===== config.mk =====
export PLATFORM = sky130hd
export DESIGN_NAME = pllm_ctrl
export DESIGN_NICKNAME = d
export VERILOG_FILES = /design/src/hw/rtl/pllm_pkg.sv /design/src/hw/rtl/pllm_ctrl.sv
export SDC_FILE = /design/constraint.sdc
export NUM_CORES = 1
export LEC_CHECK = 0
export ABC_CLOCK_PERIOD_IN_PS = 7000
export BUFFER_PORTS_ARGS = -buffer_cell sky130_fd_sc_hd__buf_2
export CAP_MARGIN = 20
export CORE_MARGIN = 2
export CORE_UTILIZATION = 50
export DETAILED_ROUTE_END_ITERATION = 6
export PLACE_DENSITY = 0.75
export SLEW_MARGIN = 20
export SYNTH_ARGS = -nofsm -noshare
export SYNTH_HDL_FRONTEND = slang
export SYNTH_SLANG_ARGS = --single-unit

===== constraint.sdc =====
create_clock -name clk -period 7 [get_ports clk]
set_clock_uncertainty 0.2 [all_clocks]
set_input_delay 0.7 -clock clk [delete_from_list [all_inputs] [get_ports clk]]
set_output_delay 0.7 -clock clk [all_outputs]
set_load 0.03 [all_outputs]

===== src/hw/rtl/pllm_pkg.sv =====
package pllm_pkg;

	// default sizing of the node store
	localparam int CAPACITY_DEF    = 1024;
	localparam int VALUE_WIDTH_DEF = 32;

	// operation codes
	localparam logic [1:0] KIND_INSERT = 2'd0;
	localparam logic [1:0] KIND_DELETE = 2'd1;
	localparam logic [1:0] KIND_SEARCH = 2'd2;

	// result codes
	localparam logic [1:0] ST_DONE = 2'd0;
	localparam logic [1:0] ST_MISS = 2'd1;
	localparam logic [1:0] ST_FULL = 2'd2;

	// request word
	typedef struct packed {
		logic [1:0]         kind;
		logic signed [31:0] value;
	} in_word_t;

	// response word
	typedef struct packed {
		logic [1:0] status;
		logic [9:0] node_index;
	} out_word_t;

	// memory strobes from the sequencer
	typedef struct packed {
		logic rd_en;
		logic val_we;
		logic link_we;
	} mem_ctl_t;

endpackage


===== src/hw/rtl/pllm_ctrl.sv =====
module pllm_ctrl #(
	parameter int CAPACITY    = pllm_pkg::CAPACITY_DEF,
	parameter int VALUE_WIDTH = pllm_pkg::VALUE_WIDTH_DEF,
	localparam int IDX_W  = $clog2(CAPACITY),
	localparam int LINK_W = $clog2(CAPACITY + 1)
) (
	input  logic                 clk,
	input  logic                 arst_n,
	// request side
	input  logic                 req_valid,
	output logic                 req_ready,
	input  pllm_pkg::in_word_t   req,
	// result towards the output register
	output logic                 res_valid,
	input  logic                 res_ready,
	output pllm_pkg::out_word_t  res,
	// node store access
	output pllm_pkg::mem_ctl_t   mem,
	output logic [IDX_W-1:0]     rd_addr,
	output logic [IDX_W-1:0]     wr_addr,
	output logic [VALUE_WIDTH-1:0] val_wdata,
	output logic [LINK_W-1:0]    link_wdata,
	input  logic [VALUE_WIDTH-1:0] val_rdata,
	input  logic [LINK_W-1:0]    link_rdata
);

	localparam logic [LINK_W-1:0] NULL_LINK = LINK_W'(CAPACITY);
	localparam logic [LINK_W-1:0] LAST_SLOT = LINK_W'(CAPACITY - 1);

	// sequencer states
	localparam logic [2:0] S_IDLE   = 3'd0;
	localparam logic [2:0] S_START  = 3'd1;
	localparam logic [2:0] S_POP    = 3'd2;
	localparam logic [2:0] S_WALK   = 3'd3;
	localparam logic [2:0] S_UNLINK = 3'd4;
	localparam logic [2:0] S_DONE   = 3'd5;

	logic [2:0]             state_q;
	logic [1:0]             kind_q;
	logic [VALUE_WIDTH-1:0] val_q;
	logic [LINK_W-1:0]      list_head_q;
	logic [LINK_W-1:0]      free_head_q;
	logic [LINK_W-1:0]      handed_q;
	logic [IDX_W-1:0]       cur_q;
	logic [LINK_W-1:0]      prev_q;
	logic [LINK_W-1:0]      steps_q;
	logic [1:0]             status_q;
	logic [9:0]             index_q;

	logic                   free_avail;
	logic                   fresh_avail;
	logic [LINK_W-1:0]      fresh_slot;
	logic [LINK_W-1:0]      nxt_link;
	logic                   hit;
	logic                   walk_end;
	logic signed [63:0]     req_ext;

	// any link outside the store ends a walk
	function automatic logic [LINK_W-1:0] canon_link(input logic [LINK_W-1:0] l);
		canon_link = (l < NULL_LINK) ? l : NULL_LINK;
	endfunction

	assign req_ext     = 64'(req.value);
	assign free_avail  = free_head_q < NULL_LINK;
	assign fresh_avail = handed_q < NULL_LINK;
	assign fresh_slot  = LAST_SLOT - handed_q;
	assign nxt_link    = canon_link(link_rdata);
	assign hit         = val_rdata == val_q;
	assign walk_end    = (nxt_link == NULL_LINK) || (steps_q == LAST_SLOT);

	assign req_ready  = state_q == S_IDLE;
	assign res_valid  = state_q == S_DONE;
	assign res.status     = status_q;
	assign res.node_index = index_q;
	assign val_wdata  = val_q;

	// memory strobes and addresses per state
	always_comb begin
		mem        = '0;
		rd_addr    = list_head_q[IDX_W-1:0];
		wr_addr    = cur_q;
		link_wdata = list_head_q;
		case (state_q)
			S_START: begin
				if (kind_q == pllm_pkg::KIND_INSERT) begin
					if (free_avail) begin
						mem.rd_en = 1'b1;
						rd_addr   = free_head_q[IDX_W-1:0];
					end else if (fresh_avail) begin
						mem.val_we  = 1'b1;
						mem.link_we = 1'b1;
						wr_addr     = fresh_slot[IDX_W-1:0];
					end
				end else if ((kind_q inside {pllm_pkg::KIND_DELETE, pllm_pkg::KIND_SEARCH})
						&& list_head_q != NULL_LINK) begin
					mem.rd_en = 1'b1;
				end
			end
			S_POP: begin
				mem.val_we  = 1'b1;
				mem.link_we = 1'b1;
				wr_addr     = free_head_q[IDX_W-1:0];
			end
			S_WALK: begin
				if (hit) begin
					if (kind_q == pllm_pkg::KIND_DELETE && prev_q != NULL_LINK) begin
						mem.link_we = 1'b1;
						wr_addr     = prev_q[IDX_W-1:0];
						link_wdata  = nxt_link;
					end
				end else if (!walk_end) begin
					mem.rd_en = 1'b1;
					rd_addr   = nxt_link[IDX_W-1:0];
				end
			end
			S_UNLINK: begin
				mem.link_we = 1'b1;
				link_wdata  = free_head_q;
			end
			default: begin
			end
		endcase
	end

	// sequencer and list registers
	always_ff @(posedge clk or negedge arst_n) begin
		if (!arst_n) begin
			state_q     <= S_IDLE;
			list_head_q <= NULL_LINK;
			free_head_q <= NULL_LINK;
			handed_q    <= '0;
		end else begin
			case (state_q)
				S_IDLE: begin
					if (req_valid) begin
						kind_q  <= req.kind;
						val_q   <= req_ext[VALUE_WIDTH-1:0];
						state_q <= S_START;
					end
				end
				S_START: begin
					status_q <= pllm_pkg::ST_MISS;
					index_q  <= '0;
					state_q  <= S_DONE;
					if (kind_q == pllm_pkg::KIND_INSERT) begin
						if (free_avail) begin
							state_q <= S_POP;
						end else if (fresh_avail) begin
							list_head_q <= fresh_slot;
							handed_q    <= handed_q + 1'b1;
							status_q    <= pllm_pkg::ST_DONE;
							index_q     <= 10'(fresh_slot);
						end else begin
							status_q <= pllm_pkg::ST_FULL;
						end
					end else if ((kind_q inside {pllm_pkg::KIND_DELETE, pllm_pkg::KIND_SEARCH})
							&& list_head_q != NULL_LINK) begin
						cur_q   <= list_head_q[IDX_W-1:0];
						prev_q  <= NULL_LINK;
						steps_q <= '0;
						state_q <= S_WALK;
					end
				end
				S_POP: begin
					free_head_q <= nxt_link;
					list_head_q <= free_head_q;
					status_q    <= pllm_pkg::ST_DONE;
					index_q     <= 10'(free_head_q);
					state_q     <= S_DONE;
				end
				S_WALK: begin
					if (hit) begin
						status_q <= pllm_pkg::ST_DONE;
						if (kind_q == pllm_pkg::KIND_DELETE) begin
							index_q <= '0;
							if (prev_q == NULL_LINK) begin
								list_head_q <= nxt_link;
							end
							state_q <= S_UNLINK;
						end else begin
							index_q <= 10'(cur_q);
							state_q <= S_DONE;
						end
					end else if (walk_end) begin
						status_q <= pllm_pkg::ST_MISS;
						index_q  <= '0;
						state_q  <= S_DONE;
					end else begin
						prev_q  <= LINK_W'(cur_q);
						cur_q   <= nxt_link[IDX_W-1:0];
						steps_q <= steps_q + 1'b1;
					end
				end
				S_UNLINK: begin
					free_head_q <= LINK_W'(cur_q);
					state_q     <= S_DONE;
				end
				S_DONE: begin
					if (res_ready) begin
						state_q <= S_IDLE;
					end
				end
				default: begin
					state_q <= S_IDLE;
				end
			endcase
		end
	end

endmodule


### Yosys cells after proc, flatten, opt, wreduce, memory -nomap -nowiden

Index checks and enable logic that the tools add are counted.

* logic and storage cells: 133
* bits of input ports: 81
* register bits after elaboration: 114
* output and inout bits: 80

* bitwise gates (word level): 1
* equal/unequal tests: 26
* multiplexer cells: 73
* reduce and logical (&&, ||, !) cells: 16
* add/subtract/negate cells: 3
* magnitude comparators: 3

Operator list (number)
* $mux W10: 19
* $mux W11: 17
* $pmux W11 S2: 4
* $pmux W10 S3: 2
* $pmux W10 S2: 2
* $lt A11 B11 Y1 const B: 3
* $pmux W11 S3: 1
* $eq A32 B32 Y1: 1
* $add A11 B1 Y11 const B: 2
* $eq A11 B11 Y1 const B: 2
* $ne A11 B11 Y1 const B: 2
* $ne A2 B2 Y1 const B: 11
* $mux W3: 7
* $mux W2: 8
* $pmux W3 S5: 1
* $eq A11 B10 Y1 const B: 1
* $sub A10 B11 Y11 const A: 1
* $reduce_and A3 Y1: 3
* $mux W1: 8
* $reduce_and A7 Y1: 1
* $eq A3 B2 Y1 const B: 2
* $eq A3 B3 Y1 const B: 2
* $pmux W2 S3: 1
* $reduce_and A6 Y1: 1
* other kinds (16): 20

### Logic depth before layout (Yosys ltp)

* depth in word-level cells: 7
* gate-level depth with buffers: 9
* gate-level depth less buffers: 8

### Least setup slack after synthesis

OpenSTA, ideal clock, no wires.

* kind: input to register
* start: input val_rdata[19]
* end: register cur_q[0], enable pin
* data arrival time: 3.302 ns
* path buffers: 1
* path slack: 3.066 ns
* setup time: 0.432 ns
* cell stages on the path: 7
* cells stage by stage: xor2_1 nor4_2 and4_4 a21oi_1 clkbuf_1 nand2_1 a21oi_1

* cells in the longest elaborated chain, start to end: 3

RTL lines
* from (decl): line pllm_ctrl.sv:23 `input logic [VALUE_WIDTH-1:0] val_rdata,`
* $eq A32 B32 Y1: line pllm_ctrl.sv:68 `assign hit = val_rdata == val_q;`
* $ne A2 B2 Y1 (no line)
* $reduce_and A6 Y1 (no line)
* to (signal assigned): line pllm_ctrl.sv:158 `cur_q <= list_head_q[IDX_W-1:0];`
* to (signal assigned): line pllm_ctrl.sv:190 `cur_q <= nxt_link[IDX_W-1:0];`
* to (decl): line pllm_ctrl.sv:44 `logic [IDX_W-1:0] cur_q;`

No other way between the ends.
A chain may end at the register's enable or synchronous reset.

### Worst setup path after layout

* start: register state_q[1]
* end: output rd_addr[9]

* cells in the longest elaborated chain, start to end: 2
* elaborated cells between the ends (all ways): 3
* classes of those cells: eq/ne (2); mux (1)

RTL lines
* from (decl): line pllm_ctrl.sv:38 `logic [2:0] state_q;`
* from (signal assigned): line pllm_ctrl.sv:128 `state_q <= S_IDLE;`
* from (signal assigned): line pllm_ctrl.sv:138 `state_q <= S_START;`
* from (signal assigned): line pllm_ctrl.sv:144 `state_q <= S_DONE;`
* $eq A3 B2 Y1 or $eq A3 B1 Y1 (tied branches): line pllm_ctrl.sv:83 `case (state_q)`
* $pmux W10 S2 (*): line pllm_ctrl.sv:83
* to (decl): line pllm_ctrl.sv:19 `output logic [IDX_W-1:0] rd_addr,`

Mark *: on every way between the ends. The rest lies on a longest branch, timed or not.

==> impl_metrics.csv <==
group,metric,value,unit
status,status,"completed",
job,maxCapViolCount,0,
cts,h-tree-depth,4,
setup_path,endpoint_kind,"output port",
die,die_y,116.1,um
global_route,grt_pass1_vias,5611,
power_and_ir_drop,power.switching,1.292,mW
synth,synth_warnings,0,
drt,postRouteWirelength,19.31,mm
die,core-area,12110,um2
synth,synthFlopType,"edfxtp_1",
global_route,grt_max_degree,40,
synth,synth_top_area_share,37.30,%
synth,synth-seq-cells,114,
drt,wl_met3,1.948,mm
cts,clock_latency,0.42,ns
synth,synth_nets,668,
setup_path,crit_fanout,39,
setup_path,cp-start-kind,"flip-flop",
setup_path,crit_arrival,4.05,ns
place,port_buffers,160,
drt,first_pass_iters,6,
drt,via_count,5688,
sta,timing.final.crit_period,4.946,ns
cts,cts_sinks,114,
place,dp_cells,884,
drt,drt-initial-drc-count,910,
synth,syn-cell-area,6280,um2
cts,cts_tree,"yes",
power_and_ir_drop,p_leak,3.196,nW
sta,finalCritPeriodShare,70.66,%
power_and_ir_drop,power_frac_clock,28.0,%
cells_and_area,fin_cells,916,
power_and_ir_drop,p_int,1.835,mW
synth,netlist_instances,583,
cts,path_clk_slew,0.05,ns
power_and_ir_drop,p_comb_share,39.1,%
cts,cts_buffers,17,
cells_and_area,syn_to_final_growth,23.73,%
global_route,antenna_found_initial,0,
die,dieWidth,116.1,um
sta,rsz0062_at_grt,"no",
sta,worst_pin_slew,1.134,ns
cells_and_area,antenna-diode-count,0,
sta,max_slew_margin,24.11,%
cells_and_area,num-nets-final,820,
power_and_ir_drop,switching_share,41.31,%
sta,setup_viol,0,
cts,ctsRootBufferMaster,"clkbuf_16",
synth,yosysSeqAreaShare,51.68,%
place,place_area,7173,um2
power_and_ir_drop,peakVddDrop,230.4,uV
cts,post_cts_buffers,0,
die,die_area,13470,um2
drt,wl_met1,7.577,mm
synth,synth-edff-count,78,
setup_path,critPathKind,"reg2out",
drt,drc,0,
synth,synth_cell_types,63,
synth,synthTopCellsByArea,"edfxtp_1, dfrtp_1, xor2_1",
cells_and_area,drive_gt1_share,30.21,%
drt,postRouteAntennaNets,0,
cells_and_area,finish.instance_area,7770,um2
cts,cts_resized,0,
cells_and_area,final_util,64.15,%
sta,drv_slew,0,
synth,synth_top_area_cell,"edfxtp_1",
cts,ctsHoldBuffers,0,
die,pin_count,161,
drt,topRoutingLayerUsed,"met4",
die,start_util,51.85,%
global_route,grt_pass1_wl,30.03,mm
setup_path,required,6.10,ns
drt,wl_met2,9.129,mm
synth,avgSynthCellArea,10.77,um2
power_and_ir_drop,p_seq_share,33.0,%
synth,async_flop_share,31.58,%
hold_path,hold_path.class,"in2async",
sta,setup_tns,0,ns
drt,wl_per_cell,21.08,um
global_route,grt_overflow_total,0,
drt,routed_via_density,6.210,
die,row_count,40,
sta,finalHoldViolations,0,
place,routabilityCongestion,0.9658,
cts,clk_path_buf_depth,2,
global_route,grt_usage,29.86,%
place,dpl.hpwl,13.77,mm
power_and_ir_drop,cellPowerDensity,402.5,nW/um2
sta,fmax,202.2,MHz
## per-stage QoR
stage | hold slack (ns) | power (mW) | worst slack, ns
4_1_cts | 0.1599 | 3.110 | 2.150
3_5_place_dp | 0.3468 | 2.235 | 2.600
5_1_grt | 0.1798 | 3.256 | 1.859
6_report | 0.1370 | 3.127 | 2.054
2_1_floorplan | 0.2044 | 1.872 | 3.066
3_3_place_gp | 0.3262 | 2.213 | 2.723
## synthesized netlist by cell type, types with 3 or more instances
master / count
o22ai_1: 9
nand3_1: 12
nor2b_1: 11
nor4_2: 8
nand2b_1: 3
o221a_2: 4
xnor2_1: 9
nor2_1: 51
buf_6: 6
xor2_1: 40
clkbuf_1: 23
o22a_1: 6
nor3_1: 8
a21oi_1: 23
ha_1: 4
a211oi_1: 11
buf_1: 4
o211ai_1: 13
nor4_1: 5
a221o_1: 21
o221ai_1: 9
mux2i_1: 3
and3_1: 19
inv_1: 16
o21ai_0: 21
edfxtp_1: 78
nand4_1: 6
a31oi_1: 3
dfrtp_1: 34
nand2_1: 70
mux2_1: 7
a22oi_1: 3
a311oi_1: 5
## power by group through the flow
| stage | sequential, mW | clock, mW | combinational, mW |
|---|---|---|---|
| 5_1_grt | 1.04 | 0.905 | 1.31 |
| 2_1_floorplan | 1.01 | 0 | 0.860 |
| 6_report | 1.03 | 0.874 | 1.22 |
| 3_5_place_dp | 1.03 | 0 | 1.20 |
| 4_1_cts | 1.02 | 0.880 | 1.21 |
| 3_3_place_gp | 1.03 | 0 | 1.18 |
## layout by cell type, fill, tap and decap left out, types with 4 or more instances in the layout
cell type,n
a311oi_1,5
a21oi_1,22
o211ai_1,13
nor2_1,50
mux2_1,7
clkbuf_16,17
dfrtp_1,34
nor4_1,5
nand2_1,70
buf_2,160
edfxtp_1,78
a221o_1,21
nand3_1,12
o22ai_1,9
inv_1,16
and3_1,19
a211oi_1,11
o21ai_0,21
nor3_1,8
o221ai_1,9
buf_4,9
xnor2_1,9
xor2_1,40
ha_1,4
nor2b_1,11
o22a_1,6
nand4_1,6
o221a_2,4
nor4_2,8
## per-layer routing
layer,vias up,global-route usage (%)
li1,2499,-
met1,2751,39.15
met2,383,46.74
met3,55,8.421
met4,0,12.78
met5,-,0
## area by class of cell
class,instances,area [um2]
fillers,969,4342
flip-flops and latches,114,3246
repair buffers,169,868.3
inverters,16,60.06
clock inverters,13,161.4
clock buffers,19,432.9
well taps,168,210.2
multi-input cells,417,2791
## path summary, 6_finish.rpt
path	slack (ns)	endpoint	start	cells after the start
worst max-delay path	2.05	rd_addr[9]	state_q[1]$_DFFE_PN0P_	8
worst min-delay path	0.14	list_head_q[6]$_DFFE_PN0P_	arst_n	2
worst max register to register	3.01	index_q[2]$_DFFE_PP_	state_q[1]$_DFFE_PN0P_	7
worst min register to register	0.36	free_head_q[10]$_DFFE_PN1P_	free_head_q[10]$_DFFE_PN1P_	2
max in group asynchronous	6.08	handed_q[4]$_DFFE_PN0P_	arst_n	2
min in group clk	0.25	val_wdata[2]$_DFFE_PP_	req[2]	1
## critical path, cell delays in order, from the launching register on
cell and delay, ns:
dfrtp_1 0.83, inv_1 0.54, nor2_2 0.70, inv_1 0.19
buf_4 0.32, a21oi_1 0.30, nand3_1 0.24, o221a_2 0.32
buf_2 0.18
## flip-flops by register name (all words and copies together), names as in the netlist
name,count
val_wdata,32
free_head_q,11
handed_q,11
list_head_q,11
prev_q,11
steps_q,11
cur_q,10
index_q,10
state_q,3
kind_q,2
status_q,2
## logic make-up (layout without fill, tap and decap cells)
family / after synthesis / in the layout / share of synthesized area, %
multiplexers: 10 / 10 / 1.734
flip-flops: 114 / 114 / 51.68
adder cells (fa/ha/maj): 4 / 4 / 0.7970
AO/OA/AOI/OAI: 144 / 144 / 17.45
XOR/XNOR: 49 / 49 / 6.834
buffers and inverters: 52 / 217 / 4.064
AND/OR/NAND/NOR: 210 / 210 / 17.43
(Power assumes the default switching activity.)
